--- src/hdl/sqrt_with_decimal_digits_core_macros.svh ---
// Assertion macros shared by the square root core and its divider.
`ifndef SQRT_WITH_DECIMAL_DIGITS_CORE_MACROS_SVH
`define SQRT_WITH_DECIMAL_DIGITS_CORE_MACROS_SVH

`ifndef ASSERT_OFF
// Check a property on every rising edge of clk while rst_n is high.
`define SQRTD_ASSERT(label, prop, msg) \
    label: assert property (@(posedge clk) disable iff (!rst_n) (prop)) else $error(msg);
// Check that a condition in one cycle implies another in the next.
`define SQRTD_ASSERT_NEXT(label, cond, conseq, msg) \
    label: assert property (@(posedge clk) disable iff (!rst_n) (cond) |=> (conseq)) \
        else $error(msg);
`else
`define SQRTD_ASSERT(label, prop, msg)
`define SQRTD_ASSERT_NEXT(label, cond, conseq, msg)
`endif

`endif

--- src/hdl/sqrtd_pkg.sv ---
// Types and constants of the square root core.
package sqrtd_pkg;

    localparam int ITERATIONS = 50;
    localparam int MAX_DIGITS = 15;

    localparam int RADICAND_W = 32;
    localparam int COUNT_W    = 4;
    localparam int VALUE_W    = 8;
    localparam int FRAC_W     = 16;

    localparam int DIVIDEND_W = RADICAND_W + FRAC_W;
    localparam int DIVISOR_W  = RADICAND_W;
    localparam int DIV_CNT_W  = $clog2(DIVIDEND_W);
    localparam int ITER_W     = $clog2(ITERATIONS);

    localparam logic KIND_INT   = 1'b0;
    localparam logic KIND_DIGIT = 1'b1;

    typedef enum logic [2:0] {
        ST_IDLE,
        ST_ITER,
        ST_WAIT,
        ST_INT,
        ST_DIG
    } state_t;

    typedef struct packed {
        logic busy;
        logic done;
    } div_status_t;

endpackage

--- src/hdl/sqrtd_div.sv ---
// Restoring divider: one quotient bit per cycle, shared by every Newton step.
`include "sqrt_with_decimal_digits_core_macros.svh"

module sqrtd_div (
    input  logic                                clk,
    input  logic                                rst_n,
    input  logic                                start,
    input  logic [sqrtd_pkg::DIVIDEND_W-1:0]    dividend,
    input  logic [sqrtd_pkg::DIVISOR_W-1:0]     divisor,
    output logic [sqrtd_pkg::DIVIDEND_W-1:0]    quotient,
    output sqrtd_pkg::div_status_t              status
);

    logic                               busy_reg, busy_next;
    logic                               done_reg, done_next;
    logic [sqrtd_pkg::DIV_CNT_W-1:0]    cnt_reg, cnt_next;
    logic [sqrtd_pkg::DIVISOR_W-1:0]    rem_reg, rem_next;
    logic [sqrtd_pkg::DIVIDEND_W-1:0]   quo_reg, quo_next;
    logic [sqrtd_pkg::DIVISOR_W-1:0]    dvs_reg, dvs_next;

    logic [sqrtd_pkg::DIVISOR_W:0]      partial;
    logic [sqrtd_pkg::DIVISOR_W:0]      diff;
    logic                               fits;

    assign partial = {rem_reg, quo_reg[sqrtd_pkg::DIVIDEND_W-1]};
    assign diff    = partial - {1'b0, dvs_reg};
    assign fits    = partial >= {1'b0, dvs_reg};

    always_comb
    begin
        busy_next = busy_reg;
        done_next = 1'b0;
        cnt_next  = cnt_reg;
        rem_next  = rem_reg;
        quo_next  = quo_reg;
        dvs_next  = dvs_reg;
        if (busy_reg)
        begin
            // shift one dividend bit in, subtract where the divisor fits
            rem_next = fits ? diff[sqrtd_pkg::DIVISOR_W-1:0]
                            : partial[sqrtd_pkg::DIVISOR_W-1:0];
            quo_next = {quo_reg[sqrtd_pkg::DIVIDEND_W-2:0], fits};
            cnt_next = cnt_reg + 1'b1;
            if (cnt_reg == sqrtd_pkg::DIV_CNT_W'(sqrtd_pkg::DIVIDEND_W - 1))
            begin
                busy_next = 1'b0;
                done_next = 1'b1;
            end
        end
        else if (start)
        begin
            busy_next = 1'b1;
            cnt_next  = '0;
            rem_next  = '0;
            quo_next  = dividend;
            dvs_next  = divisor;
        end
    end

    always_ff @(posedge clk or negedge rst_n)
    begin
        if (!rst_n)
        begin
            busy_reg <= 1'b0;
            done_reg <= 1'b0;
            cnt_reg  <= '0;
        end
        else
        begin
            busy_reg <= busy_next;
            done_reg <= done_next;
            cnt_reg  <= cnt_next;
        end
    end

    always_ff @(posedge clk)
    begin
        rem_reg <= rem_next;
        quo_reg <= quo_next;
        dvs_reg <= dvs_next;
    end

    assign quotient    = quo_reg;
    assign status.busy = busy_reg;
    assign status.done = done_reg;

    `SQRTD_ASSERT(a_done_after_busy, !done_reg || $past(busy_reg), "done without a division")
    `SQRTD_ASSERT(a_no_start_busy, !(start && busy_reg), "start while dividing")
    `SQRTD_ASSERT(a_rem_below_dvs, !busy_reg || (rem_reg < dvs_reg), "remainder not below divisor")

endmodule

--- src/hdl/sqrt_with_decimal_digits_core.sv ---
// Newton square root of a Q16.16 value with decimal fraction digit output.
//
//  channel   handshake                 fields
//  input     start / busy              radicand[31:0], digit_count[3:0]
//  result    result_valid (strobe)     kind, value[7:0], last
//
//  An item is taken when start is high and busy is low; busy then stays high
//  until the last result has been registered.
//  Each of the 50 Newton steps runs one 48/32 bit division on the shared
//  restoring divider; a zero radicand skips the divider entirely.
//  The integer part comes first, then one digit per cycle.
//  Results are one-cycle strobes; the receiver cannot stall them.
//  Reset is asynchronous, active low, and leaves the core idle.
`include "sqrt_with_decimal_digits_core_macros.svh"

module sqrt_with_decimal_digits_core (
    input  logic                                clk,
    input  logic                                rst_n,
    input  logic                                start,
    output logic                                busy,
    input  logic [sqrtd_pkg::RADICAND_W-1:0]    radicand,
    input  logic [sqrtd_pkg::COUNT_W-1:0]       digit_count,
    output logic                                result_valid,
    output logic                                kind,
    output logic [sqrtd_pkg::VALUE_W-1:0]       value,
    output logic                                last
);

    sqrtd_pkg::state_t                  state_reg, state_next;
    logic [sqrtd_pkg::ITER_W-1:0]       iter_reg, iter_next;
    logic [sqrtd_pkg::COUNT_W-1:0]      count_reg, count_next;
    logic [sqrtd_pkg::COUNT_W-1:0]      dig_reg, dig_next;
    logic [sqrtd_pkg::RADICAND_W-1:0]   n_reg, n_next;
    logic [sqrtd_pkg::RADICAND_W-1:0]   x_reg, x_next;
    logic [sqrtd_pkg::FRAC_W-1:0]       frac_reg, frac_next;

    logic                               valid_reg, valid_next;
    logic                               kind_reg, kind_next;
    logic [sqrtd_pkg::VALUE_W-1:0]      value_reg, value_next;
    logic                               last_reg, last_next;

    logic                               div_start;
    logic [sqrtd_pkg::DIVIDEND_W-1:0]   quotient;
    sqrtd_pkg::div_status_t             div_status;

    logic [sqrtd_pkg::DIVIDEND_W:0]     sum;
    logic                               sat;
    logic [sqrtd_pkg::FRAC_W+3:0]       times_ten;
    logic [sqrtd_pkg::COUNT_W-1:0]      dig_inc;

    sqrtd_div u_div (
        .clk      (clk),
        .rst_n    (rst_n),
        .start    (div_start),
        .dividend ({n_reg, {sqrtd_pkg::FRAC_W{1'b0}}}),
        .divisor  (x_reg),
        .quotient (quotient),
        .status   (div_status)
    );

    assign sum       = {1'b0, quotient} + (sqrtd_pkg::DIVIDEND_W + 1)'(x_reg);
    assign sat       = |x_reg[sqrtd_pkg::RADICAND_W-1:sqrtd_pkg::FRAC_W+sqrtd_pkg::VALUE_W];
    assign times_ten = ({4'd0, frac_reg} << 3) + ({4'd0, frac_reg} << 1);
    assign dig_inc   = dig_reg + 1'b1;

    always_comb
    begin
        state_next = state_reg;
        iter_next  = iter_reg;
        count_next = count_reg;
        dig_next   = dig_reg;
        n_next     = n_reg;
        x_next     = x_reg;
        frac_next  = frac_reg;
        valid_next = 1'b0;
        kind_next  = kind_reg;
        value_next = value_reg;
        last_next  = last_reg;
        div_start  = 1'b0;
        unique case (state_reg)
            sqrtd_pkg::ST_IDLE:
            begin
                if (start)
                begin
                    n_next    = radicand;
                    x_next    = radicand;
                    iter_next = '0;
                    dig_next  = '0;
                    if (int'(digit_count) > sqrtd_pkg::MAX_DIGITS)
                        count_next = sqrtd_pkg::COUNT_W'(sqrtd_pkg::MAX_DIGITS);
                    else
                        count_next = digit_count;
                    // zero radicand: root is zero, skip the divider
                    state_next = (radicand == '0) ? sqrtd_pkg::ST_INT : sqrtd_pkg::ST_ITER;
                end
            end
            sqrtd_pkg::ST_ITER:
            begin
                div_start  = 1'b1;
                state_next = sqrtd_pkg::ST_WAIT;
            end
            sqrtd_pkg::ST_WAIT:
            begin
                if (div_status.done)
                begin
                    x_next    = sum[sqrtd_pkg::RADICAND_W:1];
                    iter_next = iter_reg + 1'b1;
                    if (iter_reg == sqrtd_pkg::ITER_W'(sqrtd_pkg::ITERATIONS - 1))
                        state_next = sqrtd_pkg::ST_INT;
                    else
                        state_next = sqrtd_pkg::ST_ITER;
                end
            end
            sqrtd_pkg::ST_INT:
            begin
                // saturate a root that settled at 256.0 or above
                valid_next = 1'b1;
                kind_next  = sqrtd_pkg::KIND_INT;
                value_next = sat ? '1
                                 : x_reg[sqrtd_pkg::FRAC_W+sqrtd_pkg::VALUE_W-1:sqrtd_pkg::FRAC_W];
                frac_next  = sat ? '1 : x_reg[sqrtd_pkg::FRAC_W-1:0];
                last_next  = (count_reg == '0);
                state_next = (count_reg == '0) ? sqrtd_pkg::ST_IDLE : sqrtd_pkg::ST_DIG;
            end
            sqrtd_pkg::ST_DIG:
            begin
                valid_next = 1'b1;
                kind_next  = sqrtd_pkg::KIND_DIGIT;
                value_next = sqrtd_pkg::VALUE_W'(times_ten[sqrtd_pkg::FRAC_W+3:sqrtd_pkg::FRAC_W]);
                frac_next  = times_ten[sqrtd_pkg::FRAC_W-1:0];
                dig_next   = dig_inc;
                last_next  = (dig_inc == count_reg);
                if (dig_inc == count_reg)
                    state_next = sqrtd_pkg::ST_IDLE;
            end
            default:
            begin
                state_next = sqrtd_pkg::ST_IDLE;
            end
        endcase
    end

    always_ff @(posedge clk or negedge rst_n)
    begin
        if (!rst_n)
        begin
            state_reg <= sqrtd_pkg::ST_IDLE;
            valid_reg <= 1'b0;
            iter_reg  <= '0;
            dig_reg   <= '0;
        end
        else
        begin
            state_reg <= state_next;
            valid_reg <= valid_next;
            iter_reg  <= iter_next;
            dig_reg   <= dig_next;
        end
    end

    always_ff @(posedge clk)
    begin
        count_reg <= count_next;
        n_reg     <= n_next;
        x_reg     <= x_next;
        frac_reg  <= frac_next;
        kind_reg  <= kind_next;
        value_reg <= value_next;
        last_reg  <= last_next;
    end

    assign busy         = (state_reg != sqrtd_pkg::ST_IDLE);
    assign result_valid = valid_reg;
    assign kind         = kind_reg;
    assign value        = value_reg;
    assign last         = last_reg;

    `SQRTD_ASSERT(a_digit_range, !(valid_reg && kind_reg) || (value_reg <= 8'd9), "digit above nine")
    `SQRTD_ASSERT(a_div_nonzero, !div_start || (x_reg != '0), "division by a zero estimate")
    `SQRTD_ASSERT_NEXT(a_accept_busy, start && !busy, busy, "accepted beat did not raise busy")
    `SQRTD_ASSERT_NEXT(a_last_ends, valid_reg && last_reg, !valid_reg, "result after last beat")
    `SQRTD_ASSERT(a_div_idle_emit, !valid_reg || !div_status.busy, "result while dividing")

endmodule
--- config.mk ---
export PLATFORM = sky130hd
export DESIGN_NAME = sqrt_with_decimal_digits_core
export DESIGN_NICKNAME = d
export VERILOG_FILES = /design/src/hdl/sqrtd_pkg.sv /design/src/hdl/sqrtd_div.sv /design/src/hdl/sqrt_with_decimal_digits_core.sv
export VERILOG_INCLUDE_DIRS = /design/src /design/src/hdl
export SDC_FILE = /design/constraint.sdc
export NUM_CORES = 1
export LEC_CHECK = 0
export ABC_AREA = 1
export BUFFER_PORTS_ARGS = -buffer_cell sky130_fd_sc_hd__buf_2
export CORE_MARGIN = 2
export CORE_UTILIZATION = 45
export DETAILED_ROUTE_END_ITERATION = 10
export GPL_ROUTABILITY_DRIVEN = 0
export SETUP_SLACK_MARGIN = 0.1
export SYNTH_ARGS = -nofsm -noshare
export SYNTH_HDL_FRONTEND = slang
export SYNTH_SLANG_ARGS = --single-unit
--- constraint.sdc ---
create_clock -name clk -period 4.8 [get_ports clk]
set_input_delay 0.96 -clock clk [delete_from_list [all_inputs] [get_ports clk]]
set_output_delay 0.96 -clock clk [all_outputs]
set_load 0.03 [all_outputs]
# Word-level counts from Yosys, hierarchy flattened
# Cells that the tools add are included.
[classes]
n_addsub = 6
n_lt_le_gt_ge = 1
n_eq_ne = 10
mux = 35
bitwise_logic = 1
n_reduce_logical = 15
[ops]
columns = ["operator", "count"]
rows = [
  ["32-bit 2-to-1 mux", 5],
  ["48-bit 2-to-1 mux", 2],
  ["32-bit case mux with 2 select lines", 1],
  ["33-bit by 32-bit adder with 33-bit output", 1],
  ["33-bit by 32-bit >= comparator with 1-bit output", 1],
  ["32-bit zero test", 1],
  ["16-bit case mux with 2 select lines", 1],
  ["32-bit subtractor", 1],
  ["6-bit 2-to-1 mux", 4],
  ["19-bit by 17-bit adder with 20-bit output", 1],
  ["16-bit 2-to-1 mux", 1],
  ["8-bit case mux with 2 select lines", 1],
  ["3-bit case mux with 5 select lines", 1],
  ["6-bit by 1-bit adder with 6-bit output, second input constant", 2],
  ["6-bit == test, second input constant", 2],
  ["3-bit 2-to-1 mux", 4],
  ["6-bit case mux with 2 select lines", 1],
  ["8-bit 2-to-1 mux", 1],
  ["4-bit case mux with 2 select lines", 1],
  ["2-bit nonzero test", 4],
  ["8-bit OR reduction", 1],
  ["1-bit 2-to-1 mux", 7],
  ["3-bit by 2-bit == test with 1-bit output, second input constant", 2],
  ["2-bit AND reduction", 3],
  ["15 further kinds", 19],
]
[word_totals]
regBits = 228
in_bits = 39
out_inout_bits = 12

# Logic depth before layout (Yosys ltp)
[depth]
word_depth = 4
mapped_depth = 16
depth_no_buf = 15

# Cells and area by module
# From an unflattened synthesis, not the netlist that was laid out.
[hier_totals]
hier_cells = 2036
area_unflattened_um2 = 15303.4
[modules_own_cells]
columns = ["mod", "instances", "cells_per_inst", "area_each_um2", "seq_area_each_um2"]
rows = [
  ["sqrtd_div", 1, 1037, 7817.5, 3563.4],
  ["sqrt_with_decimal_digits_core", 1, 999, 7485.9, 3173.0],
]

# Worst setup path after synthesis
# OpenSTA, ideal clock, no wires.
[synth_path]
path_kind = "input-to-reg"
start = "input port start"
end = "register dig_reg[1] (netlist name)"
setup_time_ns = 0.121
t_arrival_ns = 3.073
required_time_ns = 4.679
slack_ns = 1.606
stages = 4
path_buffers = 0
cell_sequence = "inv_1 nor2_1 nor2_1 a22o_1"
[synth_between]
elab_chain_cells = 2
[synth_lines]
columns = ["item", "line", "rtl"]
rows = [
  ["start: declaration", "sqrt_with_decimal_digits_core.sv:19", "input logic start,"],
  ["2-bit inequality test (no source line)", "--", ""],
  ["2-bit AND reduction (no source line)", "--", ""],
  ["end signal: assignment", "sqrt_with_decimal_digits_core.sv:157", "dig_reg <= dig_next;"],
  ["end: declaration", "sqrt_with_decimal_digits_core.sv:32", "logic [sqrtd_pkg::COUNT_W-1:0] dig_reg, dig_next;"],
]
# Every way passes these cells.
# A chain may end at the register's enable or synchronous reset.

# Worst setup path in the final report
[layout_path]
start = "register state_reg[2]"
end = "register frac_reg[8] (netlist name) (enable)"
[layout_between]
elab_chain_cells = 2
elab_cells_between_ends = 3
[layout_lines]
columns = ["item", "line", "rtl"]
rows = [
  ["start: declaration", "sqrt_with_decimal_digits_core.sv:29", "sqrtd_pkg::state_t state_reg, state_next;"],
  ["start signal: assignment", "sqrt_with_decimal_digits_core.sv:147", "state_reg <= sqrtd_pkg::ST_IDLE;"],
  ["start signal: assignment", "sqrt_with_decimal_digits_core.sv:154", "state_reg <= state_next;"],
  ["3-bit == test or 3-bit by 2-bit == test with 1-bit output (tied branches)", "sqrt_with_decimal_digits_core.sv:80", "unique case (state_reg)"],
  ["2-bit nonzero test (no source line) *", "--", ""],
  ["end signal: assignment", "sqrt_with_decimal_digits_core.sv:166", "frac_reg <= frac_next;"],
  ["end: declaration", "sqrt_with_decimal_digits_core.sv:35", "logic [sqrtd_pkg::FRAC_W-1:0] frac_reg, frac_next;"],
]
# Every way passes the cells marked *; elsewhere a longest branch is shown, timed or not.

==> results.cfg <==
[synthesis]
synth_top_area_cell = edfxtp_1
ys_ff_latch = 228
synth.area.top_cells = edfxtp_1 (42%), nand2_1 (17%), inv_1 (7.7%)
ys.flop_type = edfxtp_1
synth.distinct_cells = 43
syn_area_um2 = 14900
syn_inst = 1940
synth_edf_count = 206
syn_area_per_cell_um2 = 7.67
synth_top_area_share_pct = 41.6
yosysWarnings = 0
async_reset_ff_share_pct = 9.65
syn-num-nets = 2063
yosysSeqAreaShare_pct = 45.3

[timing]
fin_crit_ns = 2.82
slew_headroom_pct = 17.6
rsz0062_at_grt = false
slew_violations = 0
layout_worst_path_cycle_share_pct = 58.8
setup_viol = 0
hold_viol = 0
fin_setup_tns_ns = 0
skew_ns = 0.0130
worstMarginPinSlew_ns = 1.23
clock.fmax_mhz = 354

[drt]
drt_iter0_drc = 1003
wl_met1_um = 18000
routedWlPerCell_um = 16.1
drc = 0
wl_um = 39500
firstDrtPassIters = 5
antenna_left = 0
wl_met3_um = 1830
wl_met2_um = 18600
highest_layer = met4
via_count = 12400
routed_via_density = 5.05

[power]
switching_share_pct = 19.6
ir_worst_vdd_mv = 0.256
pwr-share-clk_pct = 48.7
switching_power_uw = 832
p_comb_share_pct = 0.8
power_density_nw_per_um2 = 257
fin_total_pwr_uw = 4240
p_int_uw = 3410
pwr-share-seq_pct = 50.5
p_leak_uw = 0.00737

[grt]
grt_pass1_vias = 11900
grt_pass1_wl_um = 62700
antenna_found_initial = 0
gr-usage-all-layers_pct = 23.4
overflow = 0
grt_max_degree = 83

[clock_tree]
tritoncts = done
post_cts_resized = 0
cts_root_buffer = clkbuf_16
cts_buffers = 27
cts_sinks = 228
clockBufferDepth = 3
clk_transition_reported_paths_ns = 0.06
cts_hold_buf = 0
htreeDepth = 1
clk_latency_ns = 0.55
post_cts_buffers = 0

[final_layout]
largest_reg_flops = 48
nets = 2119
final_cells = 2457
finish.utilization_pct = 50.6
num_antenna_cells = 0
drive_gt1_share_pct = 6.35
syn2layout_area_growth_pct = 10.8

[worst_setup_path]
crit_fanout = 27
crit_type = flip-flop to flip-flop
crit_slowest_cell = nand2_1
critPathMaxStageDelay_ns = 0.93
cp-start-kind = flip-flop
end_kind = flip-flop
path_cells = inv_2 -> nor3_2 -> buf_4 -> inv_1 -> nand2_1
crit_required_ns = 4.80
arrival_ns = 2.82

[placed_design]
dpl.hpwl_um = 30300
io_buffers = 50
place_inst = 2409

[floorplanning]
core_area_um2 = 32500
die_area_um2 = 34500
start_util_pct = 45.7
die_y_um = 186
ios = 51
rows = 66
die_w_um = 186

[status]
status = finished, final reports clean

[worst_hold_path]
min_path_type = input pin to async pin

[job]
cap_violations = 0
synthesized netlist by cell type, types with 4 or more instances:
master,instances
nand4_1,14
inv_2,4
o22a_1,4
o21bai_1,5
nor3_1,19
nand2_2,4
nor2_1,208
dfrtp_1,22
nor2_2,4
edfxtp_1,206
a21oi_1,80
nand3_1,91
a21o_1,5
o21ai_0,58
ha_1,81
and2_1,7
nor4_1,11
xnor2_1,20
inv_1,304
nand3b_1,28
nand2_1,682
xor2_1,18
or2_2,7
clkbuf_1,19
buf_6,7
critical path: cells and delay by family (launching register included):
| family | cells | cell delay, ns |
|---|---|---|
| AND/OR/NAND/NOR | 2 | 0.97 |
| buffers and inverters | 3 | 0.87 |
| flip-flops | 1 | 0.41 |
per-layer routing:
| layer | track usage, % | vias to the layer above |
|---|---|---|
| met5 | 0 | - |
| met3 | 2.31 | 67 |
| li1 | - | 6319 |
| met1 | 31.5 | 5696 |
| met2 | 40.2 | 318 |
| met4 | 6.30 | 0 |
power by group through the flow:
stage / logic [uW] / registers, uW / clock network, uW
after floorplan: 3.04 / 2180 / 0
after global placement: 34.4 / 2180 / 0
after detailed placement: 35.2 / 2180 / 0
after CTS: 35.4 / 2140 / 2100
after global routing: 38.4 / 2140 / 2180
final: 34.6 / 2140 / 2060
cells in the final DEF, fill, tap and decap left out, drive strengths merged, types with 11 or more instances in the layout:
cell	count
nor4	11
dfrtp	22
nand2	689
nor3	22
o21ai	61
ha	81
edfxtp	206
nand3b	28
xor2	18
nor2	212
clkbuf	36
inv	310
nand3	93
a21oi	81
xnor2	20
nand4	14
buf	58
stage by stage:
stage	cell area (um2)	setup WS, ns	hold slack [ns]
detailed placement	15600	1.87	0.472
CTS	16500	1.86	0.391
global route	16500	1.72	0.423
global placement	15600	1.89	0.461
finish	16500	1.98	0.399
floorplan	14900	1.61	0.439
path summary, 6_finish.rpt:
check	from	to	slack (ns)	depth (start not counted)
max reg2reg	state_reg[2]$_DFFE_PN0P_	frac_reg[8]$_DFFE_PP_	1.98	5
min in group clk	iter_reg[5]$_DFFE_PN0P_	iter_reg[5]$_DFFE_PN0P_	0.48	1
min reg2reg	iter_reg[5]$_DFFE_PN0P_	iter_reg[5]$_DFFE_PN0P_	0.48	1
max	state_reg[2]$_DFFE_PN0P_	frac_reg[8]$_DFFE_PP_	1.98	5
max in group asynchronous	rst_n	u_div.busy_reg$_DFF_PN0_	4.01	1
min	rst_n	u_div.cnt_reg[1]$_DFFE_PN0P_	0.40	1
cell families after synthesis:
| family | after synthesis | share of synthesized area [%] |
|---|---|---|
| flops | 228 | 45.3 |
| xor+xnor | 38 | 2.24 |
| compound gates | 165 | 6.04 |
| simple gates | 1084 | 30.2 |
| fa+ha+maj | 84 | 7.22 |
| buf+inv | 341 | 9.00 |
final cells by class:
cell class | count | area (um2)
fillers | 3252 | 16100
flip-flops and latches | 228 | 6740
inverters | 310 | 1170
clock buffers | 36 | 709
clock inverters | 12 | 179
multi-input cells | 1371 | 6820
well taps | 442 | 553
repair buffers | 58 | 310
Note: power is estimated with default switching activity, not from simulation.
